## src/rtl/edit_script_run_merger_assert.svh

```systemverilog
// Assertion macros for the edit script run merger.
// Used by modules that own clk and rst_n; needs no package.
`ifndef EDIT_SCRIPT_RUN_MERGER_ASSERT_SVH
`define EDIT_SCRIPT_RUN_MERGER_ASSERT_SVH

// Same-cycle implication, checked out of reset.
`define ERM_ASSERT_NOW(lbl, ante, cons, msg) \
  lbl: assert property (@(posedge clk) disable iff (!rst_n) (ante) |-> (cons)) \
    else $error(msg);

// Next-cycle implication, checked out of reset.
`define ERM_ASSERT_NEXT(lbl, ante, cons, msg) \
  lbl: assert property (@(posedge clk) disable iff (!rst_n) (ante) |=> (cons)) \
    else $error(msg);

`endif

```

## src/rtl/erm_pkg.sv

```systemverilog
// Shared types and constants for the edit script run merger.
// No dependencies; imported by the output register, the top level and the testbench.
`default_nettype none

package erm_pkg;

  localparam int MAX_RUN_DEF = 32;
  localparam int CNT_W       = 6;

  localparam logic [2:0] CMD_SAME   = 3'd0;
  localparam logic [2:0] CMD_INSERT = 3'd1;
  localparam logic [2:0] CMD_DELETE = 3'd2;
  localparam logic [2:0] CMD_SUBST  = 3'd3;
  localparam logic [2:0] CMD_END    = 3'd4;

  localparam logic [31:0] DELETE_MARK = 32'd45;

  typedef struct packed {
    logic [2:0]  command;
    logic [31:0] edit_value;
  } in_word_t;

  typedef struct packed {
    logic [2:0]  out_kind;
    logic [31:0] out_value;
    logic        run_overflow;
    logic        last_result;
  } out_word_t;

  typedef enum logic [1:0] {
    ST_IDLE,
    ST_FLUSH,
    ST_TAIL
  } erm_state_t;

endpackage

`default_nettype wire

```

## src/rtl/erm_char_buf.sv

```systemverilog
// Insert character buffer: one write port, one registered read port.
// Depends on nothing but its parameter.
`default_nettype none

module erm_char_buf #(
  parameter int MAX_RUN = 32,
  parameter int IDX_W   = 5
) (
  input  wire logic             clk,
  input  wire logic             wr_en,
  input  wire logic [IDX_W-1:0] wr_addr,
  input  wire logic [7:0]       wr_data,
  input  wire logic [IDX_W-1:0] rd_addr,
  output logic      [7:0]       rd_data
);

  logic [7:0] mem [0:MAX_RUN-1];
  logic [7:0] rd_data_r;

  always_ff @(posedge clk) begin
    if (wr_en) begin
      mem[wr_addr] <= wr_data;
    end
  end

  // Addresses past the depth are never issued by the replay index, which
  // stays below the run length; fold them to entry zero.
  always_ff @(posedge clk) begin
    if ({1'b0, rd_addr} < (IDX_W + 1)'(MAX_RUN)) begin
      rd_data_r <= mem[rd_addr];
    end else begin
      rd_data_r <= mem[0];
    end
  end

  assign rd_data = rd_data_r;

endmodule

`default_nettype wire

```

## src/rtl/erm_out_reg.sv

```systemverilog
// Output register stage of the run merger: holds one result word.
// Depends on erm_pkg for the result word type.
`default_nettype none

module erm_out_reg (
  input  wire logic              clk,
  input  wire logic              rst_n,
  input  wire logic              emit_valid,
  input  wire erm_pkg::out_word_t emit_word,
  output logic                   emit_ready,
  output logic                   out_valid,
  output erm_pkg::out_word_t     out_data,
  input  wire logic              out_ready
);

  import erm_pkg::*;

  logic      full_r;
  logic      full_nxt;
  out_word_t data_r;

  // Take a new word when empty or when the held word leaves this cycle.
  assign emit_ready = !full_r || out_ready;

  always_comb begin
    full_nxt = full_r;
    if (emit_valid && emit_ready) begin
      full_nxt = 1'b1;
    end else if (out_ready) begin
      full_nxt = 1'b0;
    end
  end

  always_ff @(posedge clk) begin
    if (!rst_n) begin
      full_r <= 1'b0;
    end else begin
      full_r <= full_nxt;
    end
  end

  always_ff @(posedge clk) begin
    if (emit_valid && emit_ready) begin
      data_r <= emit_word;
    end
  end

  assign out_valid = full_r;
  assign out_data  = data_r;

endmodule

`default_nettype wire

```

## src/rtl/edit_script_run_merger.sv

```systemverilog
// Edit script run merger, top level.
//
// Input channel in_valid/in_ready/in_data carries edit words (same, insert,
// delete, substitution, end of script). Result channel out_valid/out_ready/
// out_data carries result words through a one-word output register.
// Insert, delete, substitution and unknown words are taken one per cycle:
// inserts write their character into the buffer memory, deletes and
// substitutions bump a counter, and none of them yields a result.
// A same or end word closes the run. After it is taken the block stops
// accepting and replays the run, one result word per cycle from the
// buffer memory read port: min(ins,del) substitutions, then the leftover
// inserts or deletes. Then it sends the same word through, or for end of
// script the distance total, which is cleared afterwards.
// Such a word keeps the input closed until the replay and the closing result
// have been handed to the output register; the first result passes through
// the state register and the output register before it shows. The single
// buffer read port sets the one word per cycle replay rate.
// A stalled receiver holds the output register and freezes the replay; no
// word is lost. Reset (rst_n low, synchronous) clears counters, flags,
// distance and the output register's valid flag; buffer contents need no
// clearing since only entries written in the current run are used.
`default_nettype none

module edit_script_run_merger #(
  parameter int MAX_RUN = erm_pkg::MAX_RUN_DEF
) (
  input  wire logic               clk,
  input  wire logic               rst_n,
  input  wire logic               in_valid,
  output logic                    in_ready,
  input  wire erm_pkg::in_word_t  in_data,
  output logic                    out_valid,
  input  wire logic               out_ready,
  output erm_pkg::out_word_t      out_data
);

  import erm_pkg::*;

  localparam int IDX_W = (MAX_RUN > 1) ? $clog2(MAX_RUN) : 1;

  erm_state_t       state_r, state_nxt;
  logic [CNT_W-1:0] ins_r, ins_nxt;
  logic [CNT_W-1:0] del_r, del_nxt;
  logic [CNT_W-1:0] idx_r, idx_nxt;
  logic             ovf_r, ovf_nxt;
  logic [31:0]      dist_r, dist_nxt;
  logic [2:0]       cmd_r, cmd_nxt;
  logic [31:0]      val_r, val_nxt;

  logic [CNT_W-1:0] subs;
  logic [CNT_W-1:0] most;
  logic [32:0]      dist_sum;
  logic             in_take;
  logic             wr_en;
  logic [7:0]       rd_char;
  logic             emit_valid;
  logic             emit_ready;
  out_word_t        emit_word;
  logic             counts_ok;
  logic             run_clear;
  logic             flush_last;
  logic             report_done;

  assign subs     = (ins_r < del_r) ? ins_r : del_r;
  assign most     = (ins_r > del_r) ? ins_r : del_r;
  assign dist_sum = {1'b0, dist_r} + 33'(most);

  assign in_ready = (state_r == ST_IDLE);
  assign in_take  = in_valid && in_ready;
  assign wr_en    = in_take && (in_data.command == CMD_INSERT) &&
                    (ins_r < CNT_W'(MAX_RUN));

  // Buffer read address follows the next replay index, so the read data
  // always lines up with idx_r. Writes happen only while idle, and the
  // first replay read is issued in the accept cycle of the closing word,
  // which never writes.
  erm_char_buf #(
    .MAX_RUN (MAX_RUN),
    .IDX_W   (IDX_W)
  ) u_char_buf (
    .clk     (clk),
    .wr_en   (wr_en),
    .wr_addr (ins_r[IDX_W-1:0]),
    .wr_data (in_data.edit_value[7:0]),
    .rd_addr (idx_nxt[IDX_W-1:0]),
    .rd_data (rd_char)
  );

  always_comb begin
    state_nxt  = state_r;
    ins_nxt    = ins_r;
    del_nxt    = del_r;
    idx_nxt    = idx_r;
    ovf_nxt    = ovf_r;
    dist_nxt   = dist_r;
    cmd_nxt    = cmd_r;
    val_nxt    = val_r;
    emit_valid = 1'b0;
    emit_word  = '0;

    case (state_r)
      ST_IDLE: begin
        idx_nxt = '0;
        if (in_take) begin
          case (in_data.command)
            CMD_INSERT: begin
              if (ins_r < CNT_W'(MAX_RUN)) begin
                ins_nxt = ins_r + 1'b1;
              end else begin
                ovf_nxt = 1'b1;
              end
            end
            CMD_DELETE, CMD_SUBST: begin
              if (del_r < CNT_W'(MAX_RUN)) begin
                del_nxt = del_r + 1'b1;
              end else begin
                ovf_nxt = 1'b1;
              end
            end
            CMD_SAME, CMD_END: begin
              // Close the run: fold it into the distance, then replay it.
              dist_nxt  = dist_sum[32] ? '1 : dist_sum[31:0];
              cmd_nxt   = in_data.command;
              val_nxt   = in_data.edit_value;
              state_nxt = (most == '0) ? ST_TAIL : ST_FLUSH;
            end
            default: begin
              // Drop unknown commands.
            end
          endcase
        end
      end

      ST_FLUSH: begin
        emit_valid             = 1'b1;
        emit_word.run_overflow = ovf_r;
        emit_word.last_result  = 1'b0;
        if (idx_r < subs) begin
          emit_word.out_kind  = CMD_SUBST;
          emit_word.out_value = {24'd0, rd_char};
        end else if (ins_r > del_r) begin
          emit_word.out_kind  = CMD_INSERT;
          emit_word.out_value = {24'd0, rd_char};
        end else begin
          emit_word.out_kind  = CMD_DELETE;
          emit_word.out_value = DELETE_MARK;
        end
        if (emit_ready) begin
          if (idx_r == most - 1'b1) begin
            idx_nxt   = '0;
            ins_nxt   = '0;
            del_nxt   = '0;
            ovf_nxt   = 1'b0;
            state_nxt = ST_TAIL;
          end else begin
            idx_nxt = idx_r + 1'b1;
          end
        end
      end

      ST_TAIL: begin
        emit_valid            = 1'b1;
        emit_word.last_result = 1'b1;
        if (cmd_r == CMD_END) begin
          emit_word.out_kind  = CMD_END;
          emit_word.out_value = dist_r;
        end else begin
          emit_word.out_kind  = CMD_SAME;
          emit_word.out_value = val_r;
        end
        // Runs with nothing gathered arrive here with counts still zero.
        ins_nxt = '0;
        del_nxt = '0;
        ovf_nxt = 1'b0;
        if (emit_ready) begin
          if (cmd_r == CMD_END) begin
            dist_nxt = '0;
          end
          state_nxt = ST_IDLE;
        end
      end

      default: begin
        state_nxt = ST_IDLE;
      end
    endcase
  end

  always_ff @(posedge clk) begin
    if (!rst_n) begin
      state_r <= ST_IDLE;
      ins_r   <= '0;
      del_r   <= '0;
      idx_r   <= '0;
      ovf_r   <= 1'b0;
      dist_r  <= '0;
    end else begin
      state_r <= state_nxt;
      ins_r   <= ins_nxt;
      del_r   <= del_nxt;
      idx_r   <= idx_nxt;
      ovf_r   <= ovf_nxt;
      dist_r  <= dist_nxt;
    end
  end

  // Held closing word: payload only.
  always_ff @(posedge clk) begin
    cmd_r <= cmd_nxt;
    val_r <= val_nxt;
  end

  erm_out_reg u_out_reg (
    .clk        (clk),
    .rst_n      (rst_n),
    .emit_valid (emit_valid),
    .emit_word  (emit_word),
    .emit_ready (emit_ready),
    .out_valid  (out_valid),
    .out_data   (out_data),
    .out_ready  (out_ready)
  );

  assign counts_ok   = (ins_r <= CNT_W'(MAX_RUN)) && (del_r <= CNT_W'(MAX_RUN));
  assign run_clear   = (ins_r == '0) && (del_r == '0);
  assign flush_last  = (state_r == ST_FLUSH) && emit_ready && (idx_r == most - 1'b1);
  assign report_done = (state_r == ST_TAIL) && (cmd_r == CMD_END) && emit_ready;

`include "edit_script_run_merger_assert.svh"

  `ERM_ASSERT_NOW(a_counts_bounded, 1'b1, counts_ok, "run counter past buffer depth")
  `ERM_ASSERT_NOW(a_flush_index, state_r == ST_FLUSH, idx_r < most, "replay index past run")
  `ERM_ASSERT_NEXT(a_flush_done, flush_last, (state_r == ST_TAIL) && run_clear, "run not cleared")
  `ERM_ASSERT_NEXT(a_report_clears, report_done, dist_r == '0, "distance not cleared")

endmodule

`default_nettype wire

```

## config.mk

```make
export PLATFORM = sky130hd
export DESIGN_NAME = edit_script_run_merger
export DESIGN_NICKNAME = d
export VERILOG_FILES = /design/src/rtl/erm_pkg.sv /design/src/rtl/erm_char_buf.sv /design/src/rtl/erm_out_reg.sv /design/src/rtl/edit_script_run_merger.sv
export VERILOG_INCLUDE_DIRS = /design/src /design/src/rtl
export SDC_FILE = /design/constraint.sdc
export NUM_CORES = 1
export LEC_CHECK = 0
export BUFFER_PORTS_ARGS = -buffer_cell sky130_fd_sc_hd__buf_2
export CAP_MARGIN = 20
export CORE_MARGIN = 2
export CORE_UTILIZATION = 50
export DETAILED_ROUTE_END_ITERATION = 8
export PLACE_DENSITY_LB_ADDON = 0.2
export SKIP_CTS_REPAIR_TIMING = 1
export SYNTH_ARGS = -nofsm -noshare
export SYNTH_HDL_FRONTEND = slang
export SYNTH_SLANG_ARGS = --single-unit
```

## constraint.sdc

```tcl
create_clock -name clk -period 5.23 [get_ports clk]
set_clock_uncertainty 0.2 [all_clocks]
set_input_delay 1.046 -clock clk [delete_from_list [all_inputs] [get_ports clk]]
set_output_delay 1.046 -clock clk [all_outputs]
set_load 0.005 [all_outputs]
```

# Yosys cells after proc, flatten, opt, wreduce, memory -nomap -nowiden
# Memories as Yosys holds them, arrays and structs flattened. A register that Yosys moved wholly into a read port is not among the register bits.
# Cells that the tools add are included.
[word_totals]
ff_bits = 126
ramBits = 256
out_inout_bits = 39
mem_count = 1
[mem_list]
columns = ["name", "depth", "width", "read_ports", "rd_clocked_by_memory_dff", "wr", "line_no", "rtl"]
rows = [
  ["u_char_buf.mem", 32, 8, 1, 1, 1, "erm_char_buf.sv:17", "logic [7:0] mem [0:MAX_RUN-1];"],
]
[classes]
addsub = 5
order_cmp = 5
n_eq_ne = 21
mux = 45
n_reduce_logical = 23
[op_table]
columns = ["operator", "n"]
rows = [
  ["$mux W32", 5],
  ["$mux W6", 12],
  ["$pmux W35 S2", 1],
  ["$mux W34", 2],
  ["$pmux W32 S2", 1],
  ["$pmux W6 S3", 2],
  ["$mux W35", 1],
  ["$add A32 B6 Y33", 1],
  ["$add A6 B1 Y6 const B", 3],
  ["$ne A2 B1 Y1 const B", 8],
  ["$lt A6 B6 Y1", 2],
  ["$lt A6 B6 Y1 const B", 2],
  ["$mux W2", 6],
  ["$pmux W6 S2", 1],
  ["$reduce_and A6 Y1", 2],
  ["$mux W1", 11],
  ["$reduce_and A5 Y1", 2],
  ["$reduce_and A7 Y1", 1],
  ["$eq A3 B2 Y1 const B", 2],
  ["$eq A3 B3 Y1 const B", 2],
  ["$eq A6 B6 Y1", 1],
  ["$gt A6 B6 Y1", 1],
  ["$logic_not A6 Y1", 1],
  ["$ne A3 B3 Y1 const B", 2],
  ["19 further kinds", 27],
]

# Logic depth before layout (Yosys ltp)
# Gate-level depths: netlist of run 1.
[depth]
depth_word = 7
depth_mapped = 27

# Cells and area by module
# From an unflattened synthesis of run 1, not the netlist that was laid out.
[unflattened]
cells_unflattened = 1161
hier_area_um2 = 17015.1
[modules_own_cells]
columns = ["mod", "instances", "cells_per_inst", "area_per_inst_um2", "seq_area_each_um2"]
rows = [
  ["erm_char_buf", 1, 417, 10053.4, 7847.5],
  ["edit_script_run_merger", 1, 702, 5793.1, 2112.0],
  ["erm_out_reg", 1, 42, 1168.6, 1131.1],
]

# Worst setup path after synthesis of run 1
# OpenSTA, ideal clock, no wires.
[synth_timing]
path_kind = "register -> register"
start = "register del_r[3]"
end = "register u_char_buf.rd_data_r[4], in the netlist u_char_buf.rd_data[4] (read register of u_char_buf.mem)"
setup_time_ns = 0.146
arrival_ns = 4.750
slack_ns = 0.134
path_stages_with_launch = 26
path_buffers = 6
synth_period_minus_slack_ns = 5.096
path_cell_list = "dfxtp_1 -> clkinv_1 -> ha_1 -> a21o_1 -> and3_1 -> clkbuf_1 -> o31a_1 -> buf_2 -> clkbuf_1 -> a21oi_1 -> ha_1 -> xnor2_1 -> xnor2_1 -> nor3_1 -> mux2_2 -> nand2_1 -> a2111o_1 -> buf_6 -> a21oi_4 -> buf_6 -> buf_4 -> mux2i_1 -> mux2i_1 -> mux2_2 -> o32ai_1 -> a221oi_1"
[synth_between]
elab_chain_len = 7
[synth_lines]
columns = ["item", "line_no", "rtl"]
rows = [
  ["start: declaration", "edit_script_run_merger.sv:43", "logic [CNT_W-1:0] del_r, del_nxt;"],
  ["start signal: assignment", "edit_script_run_merger.sv:200", "del_r <= del_nxt;"],
  ["$gt A6 B6 Y1", "edit_script_run_merger.sv:65", "assign most = (ins_r > del_r) ? ins_r : del_r;"],
  ["$mux W6 (*)", "edit_script_run_merger.sv:65", ""],
  ["$sub A6 B1 Y6 (*)", "--", ""],
  ["$eq A6 B6 Y1 (*)", "--", ""],
  ["$mux W6 (*)", "edit_script_run_merger.sv:149", "if (idx_r == most - 1'b1) begin"],
  ["$mux W6 (*)", "edit_script_run_merger.sv:148", "if (emit_ready) begin"],
  ["$pmux W6 S2 (*)", "edit_script_run_merger.sv:101", "case (state_r)"],
  ["end: declaration", "erm_char_buf.sv:18", "logic [7:0] rd_data_r;"],
]
# Mark *: on every way between the ends. The rest lies on a longest branch, timed or not. The select of a mux whose other input is x is not followed.
# A chain may end at the register's enable or synchronous reset.

# Worst setup path in the final report of run 1
[layout_timing]
start = "register del_r[3]"
end = "register u_char_buf.rd_data_r[7], in the netlist u_char_buf.rd_data[7] (read register of u_char_buf.mem)"
# Same word-level chain as after synthesis.

==> impl_metrics.env, run 1 <==
export IMPL_rows=67
export IMPL_place_congestion=0.918
export IMPL_track_usage_pct=24.2
export IMPL_yosys_warnings=0
export IMPL_start_kind="flop"
export IMPL_layout_commonest_cell="edfxtp_1"
export IMPL_slew_violations=0
export IMPL_die_area_um2=35900
export IMPL_synth_distinct_cells=65
export IMPL_maxCapViolCount=0
export IMPL_cp_end_kind="flop"
export IMPL_fin_nets=1614
export IMPL_yosysSeqAreaShare_pct=64.5
export IMPL_die_y_um=189
export IMPL_layout_setup_ws_ps=180
export IMPL_synth_area_um2=17200
export IMPL_max_freq_mhz=198
export IMPL_critical_path_class="reg -> reg"
export IMPL_final_cell_mix="edfxtp_1, nand2_1, nor2_1, buf_2, a21oi_1"
export IMPL_leakage_uw=0.00716
export IMPL_htreeDepth=2
export IMPL_clock_sinks=390
export IMPL_grt_pass1_vias=11342
export IMPL_min_path_type="reg -> reg"
export IMPL_first_pass_iters=5
export IMPL_fin_crit_sh_pct=96.5
export IMPL_clock_path_buffers=3
export IMPL_clock_latency_ps=540
export IMPL_fp_dieW_um=189
export IMPL_cts_root_buf="clkbuf_16"
export IMPL_fillerInstances=2790
export IMPL_layout_drive_gt1_share_pct=15.8
export IMPL_vias=11945
export IMPL_wl_per_cell_um=21.7
export IMPL_worstPathArrival_ps=5290
export IMPL_multi_input_area_um2=5720
export IMPL_ys_ff_latch=390
export IMPL_cp_required_ps=5470
export IMPL_core_area_um2=33700
export IMPL_min_period_ps=5050
export IMPL_worst_path_max_fanout=16
export IMPL_ios=78
export IMPL_drc_errors=0
export IMPL_dpl_hpwl_mm=27.7
export IMPL_regArea_um2=11100
export IMPL_ant_nets=0
export IMPL_overflow=0
export IMPL_path_clk_slew_ps=60
export IMPL_synth_edf_count=328
export IMPL_outcome="complete, no violations"
export IMPL_tns_ps=0
export IMPL_area_growth_pct=15.4
export IMPL_start_util_pct=51.0
export IMPL_hold_viol=0
export IMPL_routed_via_density=5.89
export IMPL_antenna_found_initial=0
export IMPL_setup_viol=0
export IMPL_grt_max_degree=50
export IMPL_peakVddDrop_uv=352
export IMPL_grt_pass1_wl_mm=66.7
export IMPL_async_reset_ff_share_pct=0
export IMPL_antenna_cells=0
export IMPL_powerDensity_nw_per_um2=450
export IMPL_initialDrtViolationCount=1136
export IMPL_port_buffer_count=77
export IMPL_cts_tree="yes"
export IMPL_cts_made_buffers=42
export IMPL_synthesis_nets=1511
export IMPL_synthCells=1445
export IMPL_drt_wl_total_mm=44.1
export IMPL_worstMarginPinSlew_ps=940
export IMPL_synth_main_ff_cell="edfxtp_1"
export IMPL_relSlewSlack_pct=37.1
export IMPL_dp_slack_ps=-135
export IMPL_syn_avg_cell_area_um2=11.9
logic make-up (layout without fill, tap and decap cells):
group           Yosys count  count (layout)  synth area share [%]
compound gates          289             290                  11.2
xor+xnor                 17              17                 0.866
fa+ha+maj                28              28                  2.07
buf+inv                 123             258                  3.23
flops                   390             390                  64.5
mux                      71              71                  4.20
simple gates            527             527                  13.9
Yosys cell counts (3+ instances only):
cell type  count  area share, %
xor2_1         5           0.25
and2_1        24           0.87
and3_1        26           0.95
nand3_1       68            2.0
o21ai_0       48            1.4
inv_1         32           0.70
a211oi_1      18           0.79
o31a_1         3           0.15
a31oi_1       29            1.1
nand2_1      255            5.6
o211ai_1       9           0.39
ha_1          26            1.9
buf_2         24           0.70
o32ai_1        8           0.41
or3_1         11           0.40
or4_1          4           0.17
dfxtp_1       62            7.2
a41oi_1        4           0.20
mux2_2        10           0.65
or2_2          6           0.22
nor4_1         3           0.11
a221oi_1       9           0.46
buf_6          4           0.26
clkbuf_1      49            1.1
nand4_1       10           0.36
nor2_1        78            1.7
o311ai_0       5           0.25
nor2b_1        7           0.25
nor3b_1        4           0.17
buf_4          9           0.39
edfxtp_1     328             57
o22ai_1        9           0.33
buf_1          4          0.087
a21o_1        13           0.57
nand2b_1       6           0.22
nand2_2        3           0.11
xnor2_1       12           0.61
mux2i_1       61            3.5
o31ai_1        5           0.22
a22oi_1        5           0.22
nor3_1        13           0.38
a21oi_1       72            2.1
nand3b_1       4           0.17
a311oi_1      34            1.7
power breakdown:
| group | switching, µW | internal (µW) |
|---|---|---|
| clock | 1200 | 1590 |
| combinational | 1470 | 949 |
| sequential | 85.9 | 3640 |
| total | 2760 | 6180 |
stage by stage:
stage | utilization (%) | area, µm² | hold slack (ps) | total power, µW | instances
finish | 58.9 | 19800 | 278 | 8940 | 2029
global route | 58.9 | 19800 | 314 | 9320 | 2029
CTS | 58.2 | 19600 | 279 | 8830 | 2022
detailed placement | 54.4 | 18300 | 272 | 6060 | 1945
global placement | 54.4 | 18300 | 270 | 6020 | 1945
floorplan | - | 17200 | 235 | 5240 | 1445
final cells by class:
| class | instances | share of cell area [%] |
|---|---|---|
| clock buffer | 60 | 5.84 |
| clock inverter | 17 | 0.567 |
| inverter | 33 | 0.624 |
| multi-input combinational | 933 | 28.8 |
| sequential | 390 | 55.9 |
| tap | 448 | 2.82 |
| timing repair buffer | 148 | 5.45 |
sequential cells by signal (all words and copies together), names as in the netlist:
register	flops
cmd_r	3
del_r	6
dist_r	32
idx_r	6
ins_r	6
ovf_r	1
state_r	2
u_char_buf.mem	256
u_char_buf.rd_data	8
u_out_reg.out_data	37
u_out_reg.out_valid	1
val_r	32
final timing paths:
path	from	endpoint	slack (ps)	depth (start not counted)
max reg2reg	del_r[3]	u_char_buf.rd_data[7]	180	24
min	dist_r[5]	dist_r[5]	280	2
max	del_r[3]	u_char_buf.rd_data[7]	180	24
min reg2reg	dist_r[5]	dist_r[5]	280	2
worst max-delay path: stages, from the launching register on:
cell	delay [ps]
dfxtp_1	330
clkinv_1	80
ha_1	310
a21o_1	190
and3_1	190
o31a_1	270
buf_6	170
nor2_1	120
a21oi_2	60
ha_4	180
xnor2_2	150
xnor2_1	160
nor3_1	160
mux2_2	180
nand2_1	80
a2111o_2	450
a21oi_4	230
buf_12	170
buf_6	150
buf_4	160
nand2_1	50
and3_1	150
a311oi_1	320
a31oi_1	120
a221oi_1	300
routing by layer:
layer	up-vias	routed length, µm	track usage (%)	share of wire [%]
met4	0	1180	7.27	2.7
met5	-	0	0	0
li1	5588	-	-	-
met2	442	20700	38.9	47
met1	5844	19300	34.4	44
met3	71	2850	3.26	6.5
No activity file was read; power rests on OpenSTA's default activity.
==> inputs of run 2 (changes only) <==
SYNTH_HIERARCHICAL = 1   (was default)
TNS_END_PERCENT = 10   (was default)
==> run 2 against run 1 <==
Utilization shrank 1.2 points. Global-route usage shrank 2.5 points. Clock power grew 5%. First-iteration DRC count shrank 34%. Die area shrank 1.1%. Critical path depth shrank 8. Sequential share of layout area grew 1.4 points. Synthesized cell count shrank 20%. Flip-flop and latch count is the same. Power shrank 3.3%. Hold slack lost 14 ps. Via count shrank 15%. Critical endpoint is now u_char_buf/rd_data[3]. Largest cell class unchanged. Highest routed layer unchanged.
==> impl_metrics.env, run 2 <==
export IMPL_initialDrtViolationCount=754
export IMPL_outcome="complete, no violations"
export IMPL_min_path_type="reg -> reg"
export IMPL_drc_errors=0
export IMPL_max_stage_delay_ps=560
export IMPL_slew_violations=0
export IMPL_crit_chain="inv_1, ha_1, and4_1, and3_4, a211oi_1, nor4_4, mux2i_1, o311ai_1, and4_1, buf_4, o31ai_4, buf_12, buf_12, mux4_2, mux4_2, mux2_2"
export IMPL_grt_max_degree=44
export IMPL_yosys_warnings=6
export IMPL_clock_path_buffers=3
export IMPL_cts_tree="yes"
export IMPL_synth_distinct_cells=84
export IMPL_clock_sinks=390
export IMPL_maxCapViolCount=0
export IMPL_die_y_um=188
export IMPL_startpoint="del_r[5]"
export IMPL_yosys_area_top_type="edfxtp_1"
export IMPL_routed_via_density=5.89
export IMPL_async_reset_ff_share_pct=0
export IMPL_vias=10186
export IMPL_fin_crit_sh_pct=94.6
export IMPL_clock_latency_ps=550
export IMPL_peakVddDrop_uv=276
export IMPL_min_period_ps=4950
export IMPL_synthesis_nets=1221
export IMPL_critical_path_class="reg -> reg"
export IMPL_worstPathArrival_ps=5180
export IMPL_worst_path_max_fanout=25
export IMPL_relSlewSlack_pct=34.1
export IMPL_fillerInstances=2659
export IMPL_fin_cells=1728
export IMPL_r2r_end="u_char_buf/rd_data[3]"
export IMPL_layout_commonest_cell="edfxtp_1"
export IMPL_track_usage_pct=21.6
export IMPL_ant_nets=0
export IMPL_start_kind="flop"
export IMPL_yosysSeqAreaShare_pct=65.2
export IMPL_rows=67
export IMPL_yosysMostFrequentCell="edfxtp_1"
export IMPL_synth_area_um2=17000
export IMPL_start_util_pct=50.7
export IMPL_overflow=0
export IMPL_drt_wl_total_mm=37.9
export IMPL_synth_edf_count=328
export IMPL_largest_reg_flops=256
export IMPL_core_area_um2=33500
export IMPL_ys_ff_latch=390
export IMPL_slowest_stage="mux4_2"
export IMPL_setup_worst_path_end="u_char_buf/rd_data[3]"
export IMPL_final_cell_mix="edfxtp_1, nand2_1, mux4_2"
export IMPL_antenna_cells=0
export IMPL_fp_dieW_um=188
export IMPL_synth_main_ff_cell="edfxtp_1"
export IMPL_hold_viol=0
export IMPL_reg2reg_from="del_r[5]"
export IMPL_ys_top_cells_by_count="edfxtp_1, nand2_1, mux4_2, nor2_1, dfxtp_1"
export IMPL_layout_drive_gt1_share_pct=22.9
export IMPL_r2r_setup_slack_ps=280
export IMPL_rsz0062_at_grt="no"
export IMPL_yosys_top_cells_area="edfxtp_1, mux4_2, dfxtp_1"
export IMPL_cp_required_ps=5460
export IMPL_die_area_um2=35500
export IMPL_cp_end_kind="flop"
export IMPL_place_congestion=0.861
export IMPL_r2r_worst_path_cells=16
export IMPL_synth_top_area_share_pct=57.9
export IMPL_ios=78
export IMPL_dpl_hpwl_mm=24.6
export IMPL_htreeDepth=2
export IMPL_fin_nets=1307
export IMPL_grt_pass1_wl_mm=59.1
export IMPL_regMostFlops="u_char_buf/mem"
export IMPL_setup_viol=0
export IMPL_grt_pass1_vias=10111
export IMPL_path_clk_slew_ps=60
export IMPL_numPlacedInstances=1651
export IMPL_max_freq_mhz=202
export IMPL_cts_root_buf="clkbuf_16"
export IMPL_leakage_uw=0.00649
export IMPL_wl_per_cell_um=21.9
export IMPL_first_pass_iters=5
export IMPL_cts_made_buffers=41
export IMPL_area_growth_pct=13.7
export IMPL_worstMarginPinSlew_ps=988
export IMPL_antenna_found_initial=0
export IMPL_syn_avg_cell_area_um2=14.7
export IMPL_port_buffer_count=77
export IMPL_synthCells=1161
export IMPL_powerDensity_nw_per_um2=447
export IMPL_tns_ps=0
-- run 2: cell types whose count changed after synthesis, moves of 15 or more --
cell and change:
nand2_1 -150, a21oi_1 -25, mux4_2 +80, a31oi_1 -18, o21ai_1 +34, a211oi_1 -15, a311oi_1 -33, o21ai_0 -31
buf_2 -19, mux2i_1 -36, nand3_1 -34
-- run 2: final cells by class --
cell class                      instances  area (µm²)  share of cell area [%]
Inverter                               22        82.6                   0.427
Clock buffer                           51        1080                    5.60
Clock inverter                         25         272                    1.40
Timing Repair Buffer                  112         698                    3.61
Sequential cell                       390       11100                    57.3
Multi-Input combinational cell        680        5560                    28.7
Tap cell                              448         561                    2.90
-- run 2: logic make-up (layout without fill, tap and decap cells) --
logic type	after synthesis	in the layout	synth area share [%]
AOI/OAI and AO/OA	211	211	8.35
adders and majority gates	23	23	1.66
and+or+nand+nor	320	321	9.18
buffers and inverters	92	210	2.38
xor gates and xnor gates	9	9	0.463
muxes	116	116	12.8
DFF	390	390	65.2
-- run 2: worst min path at each step --
stage | startpoint | to | slack [ps] | cells after the start
after floorplan | ovf_r | ovf_r | 230 | 2
after CTS | ovf_r | ovf_r | 270 | 2
after detailed placement | ovf_r | ovf_r | 260 | 2
after global routing | ovf_r | ovf_r | 290 | 2
final | ovf_r | ovf_r | 260 | 2
after global placement | ovf_r | ovf_r | 250 | 2
-- run 2: per-stage QoR --
stage / total power (µW) / hold WS, ps / util (%) / setup WS (ps) / instance area, µm²
6_report: 8640 / 264 / 57.7 / 282 / 19300
3_3_place_gp: 5740 / 252 / 53.6 / 253 / 18000
3_5_place_dp: 5780 / 263 / 53.6 / 162 / 18000
5_1_grt: 9010 / 293 / 57.7 / 14.5 / 19300
4_1_cts: 8710 / 271 / 57.7 / 153 / 19300
2_1_floorplan: 5130 / 234 / - / 338 / 17000
-- run 2: worst max-delay path, delay by kind of cell (launching register included) --
kind,cells,cell delay [ps]
adders and majority gates,1,340
muxes,4,1600
and+or+nand+nor,4,1170
buffers and inverters,4,740
DFF,1,330
AOI/OAI and AO/OA,3,440
-- run 2: power breakdown --
part	leakage, µW	switching [µW]	internal, µW
sequential	0.00348	77.9	3640
clock	0.000667	1200	1730
combinational	0.00234	1130	867
total	0.00649	2410	6230
-- run 2: metal layers --
layer	track usage (%)	vias up	wire, µm
met5	0	-	0
met4	5.47	0	715
met3	4.04	57	2610
met2	34.9	365	18100
met1	30.6	5068	16500
li1	-	4696	-
==> inputs of run 3 (changes only) <==
PLACE_DENSITY = 0.69   (was default)
PLACE_DENSITY_LB_ADDON = default   (was 0.2)
==> run 3 against run 2 <==
Clock power is 2% lower. Die area unchanged. Register-to-register slack gained 20 ps. Flip-flop and latch count did not move. Wire length down 0.28%. Power down 1.3%. Highest routed layer unchanged. Combinational power decreased by 3%.
==> impl_metrics.env, run 3 (synthesis gave the netlist of run 2 again) <==
export IMPL_htreeDepth=2
export IMPL_min_path_type="reg -> reg"
export IMPL_cp_buffers_inverters=3
export IMPL_routed_via_density=6.00
export IMPL_setup_viol=0
export IMPL_clock_path_buffers=3
export IMPL_rows=67
export IMPL_slowest_stage="a2111oi_0"
export IMPL_relSlewSlack_pct=32.0
export IMPL_drc_errors=0
export IMPL_cts_tree="yes"
export IMPL_fin_nets=1309
export IMPL_grt_max_degree=44
export IMPL_grt_pass1_vias=10100
export IMPL_antenna_cells=0
export IMPL_start_util_pct=50.7
export IMPL_max_freq_mhz=203
export IMPL_area_growth_pct=13.7
export IMPL_clock_sinks=390
export IMPL_cp_end_kind="flop"
export IMPL_maxCapViolCount=0
export IMPL_die_area_um2=35500
export IMPL_largest_reg_flops=256
export IMPL_die_y_um=188
export IMPL_hold_viol=0
export IMPL_fin_util_pct=57.7
export IMPL_slew_violations=0
export IMPL_place_congestion=0.856
export IMPL_fin_crit_sh_pct=94.2
export IMPL_layout_drive_gt1_share_pct=23.0
export IMPL_start_kind="flop"
export IMPL_max_stage_delay_ps=680
export IMPL_layout_commonest_cell="edfxtp_1"
export IMPL_min_period_ps=4930
export IMPL_overflow=0
export IMPL_port_buffer_count=77
export IMPL_path_clk_slew_ps=60
export IMPL_vias=10372
export IMPL_regMostFlops="u_char_buf/mem"
export IMPL_cts_root_buf="clkbuf_16"
export IMPL_outcome="complete, no violations"
export IMPL_crit_family="multiplexers"
export IMPL_first_pass_iters=5
export IMPL_clock_latency_ps=540
export IMPL_fillerInstances=2617
export IMPL_peakVddDrop_uv=336
export IMPL_track_usage_pct=21.4
export IMPL_drt_wl_total_mm=37.8
export IMPL_fp_dieW_um=188
export IMPL_powerDensity_nw_per_um2=441
export IMPL_antenna_found_initial=0
export IMPL_cts_made_buffers=40
export IMPL_wl_per_cell_um=21.9
export IMPL_crit_chain="inv_1, ha_1, and4_1, o21a_1, a2111oi_0, nor4_4, mux2i_1, o311ai_1, and4_1, o31ai_4, buf_12, buf_12, mux4_2, mux4_2, mux2_2"
export IMPL_grt_pass1_wl_mm=58.8
export IMPL_worst_path_max_fanout=26
export IMPL_critical_path_class="reg -> reg"
export IMPL_tns_ps=0
export IMPL_core_area_um2=33500
export IMPL_worstMarginPinSlew_ps=1010
export IMPL_leakage_uw=0.00649
export IMPL_rsz0062_at_grt="no"
export IMPL_cp_required_ps=5450
export IMPL_ios=78
export IMPL_final_cell_mix="edfxtp_1, nand2_1, mux4_2"
export IMPL_worstPathArrival_ps=5150
export IMPL_ant_nets=0
export IMPL_initialDrtViolationCount=936
export IMPL_dpl_hpwl_mm=24.8
## run 3: cell types whose count changed in the layout (fill, tap and decap cells not counted), moves of 2 or more
cell	previous run	this run
clkinvlp_4	1	4
clkbuf_1	8	6
buf_4	31	35
inv_6	2	0
clkinv_2	9	7
## run 3: worst register-to-register path, delay by kind of cell, from the launching register on
family | cells | cell delay (ps)
AOI/OAI and AO/OA | 4 | 1240
and+or+nand+nor | 3 | 560
DFF | 1 | 330
muxes | 4 | 1580
adders and majority gates | 1 | 330
buffers and inverters | 3 | 580
## run 3: metal layers
layer	track usage [%]	vias to the layer above	part of all wire, %
met4	5.59	0	2.2
met1	29.5	5267	43
met5	0	-	0
met3	3.63	52	6.0
li1	-	4685	-
met2	35.6	368	49
## run 3: cell type report
| cell class | count | area [µm²] | area share (%) |
|---|---|---|---|
| Clock inverter | 24 | 236 | 1.22 |
| Sequential cell | 390 | 11100 | 57.3 |
| Tap cell | 448 | 561 | 2.90 |
| Clock buffer | 50 | 1100 | 5.69 |
| Inverter | 22 | 82.6 | 0.427 |
| Timing Repair Buffer | 116 | 728 | 3.76 |
| Multi-Input combinational cell | 679 | 5550 | 28.7 |
## run 3: per-stage QoR
step / instance area, µm² / power [µW] / std cells / hold WS, ps / setup WS, ps
after global routing: 19300 / 8890 / 1729 / 287 / 105
after detailed placement: 18000 / 5730 / 1655 / 255 / 307
after CTS: 19300 / 8590 / 1729 / 267 / 273
final: 19300 / 8530 / 1729 / 260 / 305
after floorplan: 17000 / 5130 / 1161 / 234 / 338
after global placement: 18000 / 5690 / 1655 / 248 / 387
## run 3: report_power, final
part | switching (µW) | leakage, µW | internal, µW | total (µW)
clock | 1170 | 0.000646 | 1700 | 2860
sequential | 76.7 | 0.00348 | 3640 | 3710
combinational | 1110 | 0.00236 | 841 | 1950
## run 3: worst paths after layout
| kind | from | endpoint | slack, ps | cells past startpoint |
|---|---|---|---|---|
| worst max-delay path | del_r[5] | u_char_buf/rd_data[2] | 300 | 15 |
| worst min-delay path | ovf_r | ovf_r | 260 | 2 |
| worst min register to register | ovf_r | ovf_r | 260 | 2 |
| worst max register to register | del_r[5] | u_char_buf/rd_data[2] | 300 | 15 |
